$ cat src/hdl/i8pe_pkg.sv
// ----------------------------------------------------------------------------
// i8pe_pkg
// Shared widths, constants and types for the int8 convolution PE.
// ----------------------------------------------------------------------------
`default_nettype none

package i8pe_pkg;

	localparam int LANES_DEFAULT = 16;
	localparam int BYTE_W        = 8;
	localparam int PROD_W        = 16;
	localparam int GROUP_SIZE    = 4;
	localparam int ACC_W         = 32;
	localparam int SHIFT_W       = 5;
	localparam int OUT_W         = 8;
	localparam int DATA_W        = 256;
	localparam int WORD_W        = 64;

	localparam logic [SHIFT_W-1:0] SHIFT_RESET = SHIFT_W'(8);

	localparam int OUT_MAX = 127;
	localparam int OUT_MIN = -128;

	// per-stage control word
	typedef struct packed {
		logic valid;
		logic last;
	} ctl_t;

endpackage

`default_nettype wire

$ cat src/hdl/i8pe_lane.sv
// ----------------------------------------------------------------------------
// i8pe_lane
// One multiplier lane: signed 8x8 product, product forced to zero on padding.
// ----------------------------------------------------------------------------
`default_nettype none

module i8pe_lane (
	input  wire logic                             clk,
	input  wire logic                             load,
	input  wire logic                             pad,
	input  wire logic [i8pe_pkg::BYTE_W-1:0]      feat,
	input  wire logic [i8pe_pkg::BYTE_W-1:0]      wgt,
	output logic      [i8pe_pkg::PROD_W-1:0]      prod_s1
);

	logic signed [i8pe_pkg::PROD_W-1:0] prod;

	always_comb begin
		prod = $signed(feat) * $signed(wgt);
		if (pad) begin
			prod = '0;
		end
	end

	always_ff @(posedge clk) begin
		if (load) begin
			prod_s1 <= prod;
		end
	end

endmodule

`default_nettype wire

$ cat src/hdl/i8pe_tree.sv
// ----------------------------------------------------------------------------
// i8pe_tree
// Two-level registered adder tree merging the lane products into one dot product.
// ----------------------------------------------------------------------------
`default_nettype none

module i8pe_tree #(
	parameter int LANES = i8pe_pkg::LANES_DEFAULT
) (
	input  wire logic                                    clk,
	input  wire logic                                    arst_n,
	input  wire i8pe_pkg::ctl_t                          ctl_s1,
	input  wire logic [LANES-1:0][i8pe_pkg::PROD_W-1:0]  prod_s1,
	output logic                                         in_ready,
	input  wire logic                                    dn_ready,
	output i8pe_pkg::ctl_t                               ctl_s3,
	output logic [i8pe_pkg::PROD_W+$clog2(i8pe_pkg::GROUP_SIZE)
		+$clog2((LANES+i8pe_pkg::GROUP_SIZE-1)/i8pe_pkg::GROUP_SIZE)-1:0] dot_s3
);

	localparam int GS     = i8pe_pkg::GROUP_SIZE;
	localparam int GROUPS = (LANES + GS - 1) / GS;
	localparam int GRP_W  = i8pe_pkg::PROD_W + $clog2(GS);
	localparam int SUM_W  = GRP_W + $clog2(GROUPS);

	i8pe_pkg::ctl_t               ctl_s2;
	logic [GROUPS-1:0][GRP_W-1:0] grp_sum;
	logic [GROUPS-1:0][GRP_W-1:0] grp_s2;
	logic signed [SUM_W-1:0]      dot_sum;
	logic                         ready_s2;
	logic                         ready_s3;

	assign ready_s3 = !ctl_s3.valid || dn_ready;
	assign ready_s2 = !ctl_s2.valid || ready_s3;
	assign in_ready = ready_s2;

	for (genvar g = 0; g < GROUPS; g++) begin : g_grp
		always_comb begin
			logic signed [GRP_W-1:0] acc;
			acc = '0;
			for (int j = 0; j < GS; j++) begin
				if (g * GS + j < LANES) begin
					acc = acc + GRP_W'($signed(prod_s1[g * GS + j]));
				end
			end
			grp_sum[g] = acc;
		end
	end

	always_comb begin
		dot_sum = '0;
		for (int g = 0; g < GROUPS; g++) begin
			dot_sum = dot_sum + SUM_W'($signed(grp_s2[g]));
		end
	end

	always_ff @(posedge clk or negedge arst_n) begin
		if (!arst_n) begin
			ctl_s2 <= '0;
			ctl_s3 <= '0;
		end else begin
			if (ready_s2) begin
				ctl_s2 <= ctl_s1;
			end
			if (ready_s3) begin
				ctl_s3 <= ctl_s2;
			end
		end
	end

	always_ff @(posedge clk) begin
		if (ready_s2 && ctl_s1.valid) begin
			grp_s2 <= grp_sum;
		end
		if (ready_s3 && ctl_s2.valid) begin
			dot_s3 <= dot_sum;
		end
	end

endmodule

`default_nettype wire

$ cat src/hdl/i8pe_requant.sv
// ----------------------------------------------------------------------------
// i8pe_requant
// Wrapping 32-bit accumulator, then arithmetic shift and int8 saturation.
// ----------------------------------------------------------------------------
`default_nettype none

module i8pe_requant #(
	parameter int SUM_W = 20
) (
	input  wire logic                          clk,
	input  wire logic                          arst_n,
	input  wire i8pe_pkg::ctl_t                ctl_in,
	input  wire logic [SUM_W-1:0]              dot_in,
	output logic                               in_ready,
	input  wire logic [i8pe_pkg::SHIFT_W-1:0]  shift_amt,
	output logic                               out_valid,
	input  wire logic                          out_ready,
	output logic [i8pe_pkg::OUT_W-1:0]         out_data
);

	localparam int ACC_W = i8pe_pkg::ACC_W;

	logic [ACC_W-1:0]        acc_q;
	logic [ACC_W-1:0]        acc_next;
	logic [ACC_W-1:0]        sum_s4;
	logic                    valid_s4;
	logic                    ready_out;
	logic                    take;
	logic signed [ACC_W-1:0] shifted;
	logic [i8pe_pkg::OUT_W-1:0] sat;

	assign ready_out = !out_valid || out_ready;
	assign in_ready  = !valid_s4 || ready_out;
	assign take      = ctl_in.valid && in_ready;
	assign acc_next  = acc_q + ACC_W'($signed(dot_in));

	always_comb begin
		shifted = $signed(sum_s4) >>> shift_amt;
		if (shifted > i8pe_pkg::OUT_MAX) begin
			sat = i8pe_pkg::OUT_W'(i8pe_pkg::OUT_MAX);
		end else if (shifted < i8pe_pkg::OUT_MIN) begin
			sat = i8pe_pkg::OUT_W'(i8pe_pkg::OUT_MIN);
		end else begin
			sat = shifted[i8pe_pkg::OUT_W-1:0];
		end
	end

	// only last beats occupy the result stage; others just fold into the sum
	always_ff @(posedge clk or negedge arst_n) begin
		if (!arst_n) begin
			acc_q     <= '0;
			valid_s4  <= 1'b0;
			out_valid <= 1'b0;
		end else begin
			if (take) begin
				acc_q <= ctl_in.last ? '0 : acc_next;
			end
			if (in_ready) begin
				valid_s4 <= take && ctl_in.last;
			end
			if (ready_out) begin
				out_valid <= valid_s4;
			end
		end
	end

	always_ff @(posedge clk) begin
		if (take && ctl_in.last) begin
			sum_s4 <= acc_next;
		end
		if (ready_out && valid_s4) begin
			out_data <= sat;
		end
	end

	a_clear_on_last: assert property (@(posedge clk) disable iff (!arst_n)
		take && ctl_in.last |=> acc_q == '0)
		else $error("accumulator not cleared after last beat");

	a_accumulate: assert property (@(posedge clk) disable iff (!arst_n)
		take && !ctl_in.last |=> acc_q == $past(acc_next))
		else $error("accumulator update wrong");

	a_hold_result: assert property (@(posedge clk) disable iff (!arst_n)
		valid_s4 && !ready_out |=> valid_s4 && $stable(sum_s4))
		else $error("pending result lost while output stalled");

endmodule

`default_nettype wire

$ cat src/hdl/int8_conv_pe_accumulate_requantize.sv
// Stages, each a pipeline slot with its own valid: lanes, groups, dot, sum, output.
// Throughput: one input beat per cycle while no output stall backs up into the input.
// Only last beats produce an output beat; a stalled output backs up through the pipeline.
// Reset: accumulator cleared, result_shift set to 8, all stages emptied.
// ----------------------------------------------------------------------------
// int8_conv_pe_accumulate_requantize
// Convolution PE: parallel int8 multiplier lanes, adder tree, accumulator and
// requantiser with an output register.
// ----------------------------------------------------------------------------
`default_nettype none

module int8_conv_pe_accumulate_requantize #(
	parameter int LANES = i8pe_pkg::LANES_DEFAULT
) (
	input  wire logic                           clk,
	input  wire logic                           arst_n,
	input  wire logic                           cfg_wr_en,
	input  wire logic [i8pe_pkg::SHIFT_W-1:0]   cfg_wr_data,   // result_shift
	input  wire logic                           s_axis_tvalid,
	output logic                                s_axis_tready,
	// feature_low, feature_high, weight_low, weight_high
	input  wire logic [i8pe_pkg::DATA_W-1:0]    s_axis_tdata,
	input  wire logic                           s_axis_tuser,  // pad_zero
	input  wire logic                           s_axis_tlast,  // last_chunk
	output logic                                m_axis_tvalid,
	input  wire logic                           m_axis_tready,
	output logic [i8pe_pkg::OUT_W-1:0]          m_axis_tdata   // output_value
);

	localparam int GS     = i8pe_pkg::GROUP_SIZE;
	localparam int GROUPS = (LANES + GS - 1) / GS;
	localparam int SUM_W  = i8pe_pkg::PROD_W + $clog2(GS) + $clog2(GROUPS);
	localparam int BW     = i8pe_pkg::BYTE_W;
	localparam int WOFF   = 2 * i8pe_pkg::WORD_W;

	logic [i8pe_pkg::SHIFT_W-1:0]           shift_q;
	i8pe_pkg::ctl_t                         ctl_s1;
	i8pe_pkg::ctl_t                         ctl_s3;
	logic [LANES-1:0][i8pe_pkg::PROD_W-1:0] prod_s1;
	logic [SUM_W-1:0]                       dot_s3;
	logic                                   tree_ready;
	logic                                   rq_ready;
	logic                                   load;

	always_ff @(posedge clk or negedge arst_n) begin
		if (!arst_n) begin
			shift_q <= i8pe_pkg::SHIFT_RESET;
		end else if (cfg_wr_en) begin
			shift_q <= cfg_wr_data;
		end
	end

	assign s_axis_tready = !ctl_s1.valid || tree_ready;
	assign load          = s_axis_tvalid && s_axis_tready;

	always_ff @(posedge clk or negedge arst_n) begin
		if (!arst_n) begin
			ctl_s1 <= '0;
		end else if (s_axis_tready) begin
			ctl_s1.valid <= s_axis_tvalid;
			ctl_s1.last  <= s_axis_tlast;
		end
	end

	// feature bytes sit contiguously in the low 128 bits, weights above them
	for (genvar i = 0; i < LANES; i++) begin : g_lane
		i8pe_lane u_lane (
			.clk     (clk),
			.load    (load),
			.pad     (s_axis_tuser),
			.feat    (s_axis_tdata[i*BW +: BW]),
			.wgt     (s_axis_tdata[WOFF + i*BW +: BW]),
			.prod_s1 (prod_s1[i])
		);
	end

	i8pe_tree #(
		.LANES (LANES)
	) u_tree (
		.clk      (clk),
		.arst_n   (arst_n),
		.ctl_s1   (ctl_s1),
		.prod_s1  (prod_s1),
		.in_ready (tree_ready),
		.dn_ready (rq_ready),
		.ctl_s3   (ctl_s3),
		.dot_s3   (dot_s3)
	);

	i8pe_requant #(
		.SUM_W (SUM_W)
	) u_requant (
		.clk       (clk),
		.arst_n    (arst_n),
		.ctl_in    (ctl_s3),
		.dot_in    (dot_s3),
		.in_ready  (rq_ready),
		.shift_amt (shift_q),
		.out_valid (m_axis_tvalid),
		.out_ready (m_axis_tready),
		.out_data  (m_axis_tdata)
	);

endmodule

`default_nettype wire
$ cat config.mk
export PLATFORM = sky130hd
export DESIGN_NAME = int8_conv_pe_accumulate_requantize
export DESIGN_NICKNAME = d
export VERILOG_FILES = /design/src/hdl/i8pe_pkg.sv /design/src/hdl/i8pe_lane.sv /design/src/hdl/i8pe_tree.sv /design/src/hdl/i8pe_requant.sv /design/src/hdl/int8_conv_pe_accumulate_requantize.sv
export SDC_FILE = /design/constraint.sdc
export NUM_CORES = 2
export LEC_CHECK = 0
export ABC_AREA = 1
export BUFFER_PORTS_ARGS = -buffer_cell sky130_fd_sc_hd__clkbuf_2
export CAP_MARGIN = 20
export CORE_ASPECT_RATIO = 1.1
export CORE_UTILIZATION = 65
export DETAILED_ROUTE_END_ITERATION = 6
export PLACE_DENSITY = 0.87
export SKIP_CTS_REPAIR_TIMING = 1
export SYNTH_ARGS = -nofsm -noshare
export SYNTH_HDL_FRONTEND = slang
export SYNTH_HIERARCHICAL = 1
export SYNTH_SLANG_ARGS = --single-unit
export TNS_END_PERCENT = 30
$ cat constraint.sdc
create_clock -name clk -period 19.3 [get_ports clk]
set_input_delay 1.93 -clock clk [delete_from_list [all_inputs] [get_ports clk]]
set_output_delay 1.93 -clock clk [all_outputs]
set_load 0.05 [all_outputs]
==> results.json <==
{
  "drive_above_1_share_pct": 5.94,
  "die_w_um": 318,
  "numCtsBuffers": 49,
  "synth_seq_area_share_pct": 17.9,
  "syn-cell-area_sq_um": 71400,
  "cts_tree": "done",
  "track_usage_pct": 29.5,
  "die_area_sq_um": 111000,
  "finClkSkew_ns": 0.0359,
  "clkTransAtPathRegs_ns": 0.06,
  "drt-total-wl_um": 160000,
  "clk_path_buf_depth": 3,
  "first_iter_violations": 4154,
  "areaGrowthSynthToFinish_pct": 5.49,
  "crit_type": "input port to register",
  "syn_avg_cell_area_sq_um": 7.64,
  "clk_latency_ns": 0.62,
  "cts_root_buf": "clkbuf_16",
  "num-fill-cells": 8659,
  "arrival_ns": 5.91,
  "path_common_cell": "inv_1",
  "cap_viol_max_count": 0,
  "drc_errors": 1,
  "tightest_slew_ns": 1.08,
  "rows": 127,
  "grt_pass1_wl_um": 271000,
  "synthMostInstantiatedCell": "inv_1",
  "cp-startpoint": "s_axis_tdata[159]",
  "worst-path-buf-inv": 6,
  "max_stage_delay_ns": 0.54,
  "wl_per_cell_um": 14.7,
  "fin_nets": 11300,
  "hold_viol_final": 0,
  "grt_max_degree": 87,
  "critPathTopFamily": "adder cells",
  "tns_ns": 0,
  "io_buffers": 277,
  "ys.flop_type": "edfxtp_1",
  "finalWeightedCongestion": 0.954,
  "crit_slowest_cell": "fa_1",
  "r2r-start": "u_requant/out_valid",
  "syn_nets": 11200,
  "max-slew-margin-rel_pct": 28.0,
  "yosysWarningCount": 6,
  "htreeDepth": 2,
  "synth_largest_area_cell": "fa_1",
  "startpoint_type": "input port",
  "vias": 56300,
  "fin_util_pct": 69.1,
  "finalSetupViolCount": 0,
  "finalWorstSetupSlack_ns": 13.74,
  "worstPathMaxFanout": 8,
  "status": "complete, but fails checks",
  "fmax_mhz": 180,
  "design_area_sq_um": 75300,
  "numClockSinks": 433,
  "viasPerCell": 5.18,
  "netlist_top_cells_count": "2,893 x inv_1, 2,188 x nand2_1, 1,050 x fa_1",
  "antenna_found_initial": 21,
  "io_pins": 278,
  "async_flop_share_pct": 10.4,
  "synth_cells": 9346,
  "period_minus_slack_ns": 5.56,
  "violations": "DRC",
  "rsz0062_at_grt": "no",
  "yosysTopAreaCellShare_pct": 29.4,
  "slew_violations": 0,
  "design.core.area_sq_um": 109000,
  "crit_required_ns": 19.65,
  "post-place-ws_ns": 13.15,
  "post_dp_cell_area_sq_um": 73500,
  "worst_hold_path_type": "register to register",
  "synth-edff-count": 388,
  "synth.area.top_cells": "fa_1 29%, edfxtp_1 16%, inv_1 15%",
  "grt_pass1_vias": 57800,
  "ant_nets": 0,
  "die_h_um": 350,
  "grt_remaining_overflow": 0,
  "dp_hpwl_um": 134000,
  "timing.critical_path.cells": "clkbuf_2 > inv_1 > or2_2 > fa_1 > fa_1 > inv_1 > fa_1 > inv_1 > fa_1 > inv_1 > ha_1 > a21oi_1 > o21ai_2 > nand2_1 > nand2_1 > xor2_1 > inv_1 > nor2_2",
  "worstSetupEndpointType": "register",
  "yosys_register_bits": 433,
  "min_from": "u_requant/acc_q[24]",
  "first_pass_iters": 7,
  "synth_cell_types": 52,
  "start_util_pct": 65.5,
  "period_share_pct": 28.8
}
routing by layer:
| metal | up-vias | GRT usage (%) | share of wire [%] |
|---|---|---|---|
| met3 | 375 | 3.00 | 5.4 |
| li1 | 27200 | - | - |
| met4 | 18 | 9.47 | 3.3 |
| met1 | 27000 | 37.4 | 40 |
| met5 | - | 0 | 0.071 |
| met2 | 1709 | 53.1 | 51 |
through the flow:
stage	cells	hold slack, ns
after global routing	10900	0.527
final	10900	0.488
after floorplan	9346	0.447
after CTS	10900	0.490
after detailed placement	10800	0.474
after global placement	10800	0.453
worst register-to-register path: cells and delay by family, from the launching register on:
family	cells	cell delay [ns]
buf+inv	4	2.22
flops	1	0.41
simple gates	3	0.38
compound gates	1	0.13
cell type report:
type,instances,area [sq um],area share [%]
multi-input combinational,5725,46600,61.8
sequential,433,12800,17.0
inverter,2898,10900,14.4
tap,1419,1780,2.36
timing repair buffer,290,1490,1.98
clock buffer,56,1280,1.70
clock inverter,35,498,0.661
antenna,12,30.0,0.0399
sequential cells by signal, indices dropped and copies added (netlist names):
| signal | flops |
|---|---|
| u_requant/out_valid | 1 |
| ctl_s1 | 2 |
| u_requant/sum_s4 | 32 |
| u_requant/valid_s4 | 1 |
| u_tree/ctl_s2 | 2 |
| g_lane.u_lane/prod_s1 | 256 |
| u_tree/dot_s3 | 20 |
| u_requant/acc_q | 32 |
| shift_q | 5 |
| u_tree/grp_s2 | 72 |
| u_requant/out_data | 8 |
| u_tree/ctl_s3 | 2 |
placed cells by master, fill, tap and decap left out, types with 31 or more instances in the layout:
| cell type | instances |
|---|---|
| a21oi_1 | 304 |
| nand2_2 | 49 |
| ha_1 | 582 |
| xnor2_1 | 35 |
| fa_1 | 1050 |
| nand3_2 | 32 |
| xor2_1 | 80 |
| nor2_2 | 33 |
| inv_1 | 2892 |
| clkbuf_2 | 276 |
| clkbuf_16 | 50 |
| o21ai_1 | 45 |
| nand2_1 | 2188 |
| a21oi_2 | 31 |
| nor2_1 | 615 |
| nand3_1 | 344 |
| o21ai_0 | 131 |
| edfxtp_1 | 388 |
| dfrtp_1 | 44 |
logic make-up (layout without fill, tap and decap cells):
| kind of cell | after synthesis | after routing | share of synthesized area, % |
|---|---|---|---|
| compound gates | 619 | 619 | 4.94 |
| xor+xnor | 115 | 115 | 1.41 |
| fa+ha+maj | 1632 | 1632 | 39.6 |
| buf+inv | 3188 | 3279 | 16.9 |
| flops | 433 | 433 | 17.9 |
| mux | 1 | 1 | 0.0140 |
| other cells | 0 | 12 | 0 |
| simple gates | 3358 | 3358 | 19.2 |
path summary, 6_finish.rpt:
| kind | to | slack (ns) | cells after the start |
|---|---|---|---|
| setup reg to reg | g_lane[13].u_lane/prod_s1[4] | 15.67 | 8 |
| max in group asynchronous | u_requant/acc_q[6] | 17.47 | 2 |
| min in group asynchronous | shift_q[4] | 1.41 | 2 |
| hold reg to reg | u_requant/acc_q[24] | 0.49 | 2 |
| setup / recovery | g_lane[3].u_lane/prod_s1[12] | 13.74 | 18 |
| hold / removal | u_requant/acc_q[24] | 0.49 | 2 |
Power is left out: the tool's default activity adds up to more than one toggle a clock period on the data nets, which glitch-free logic cannot reach.
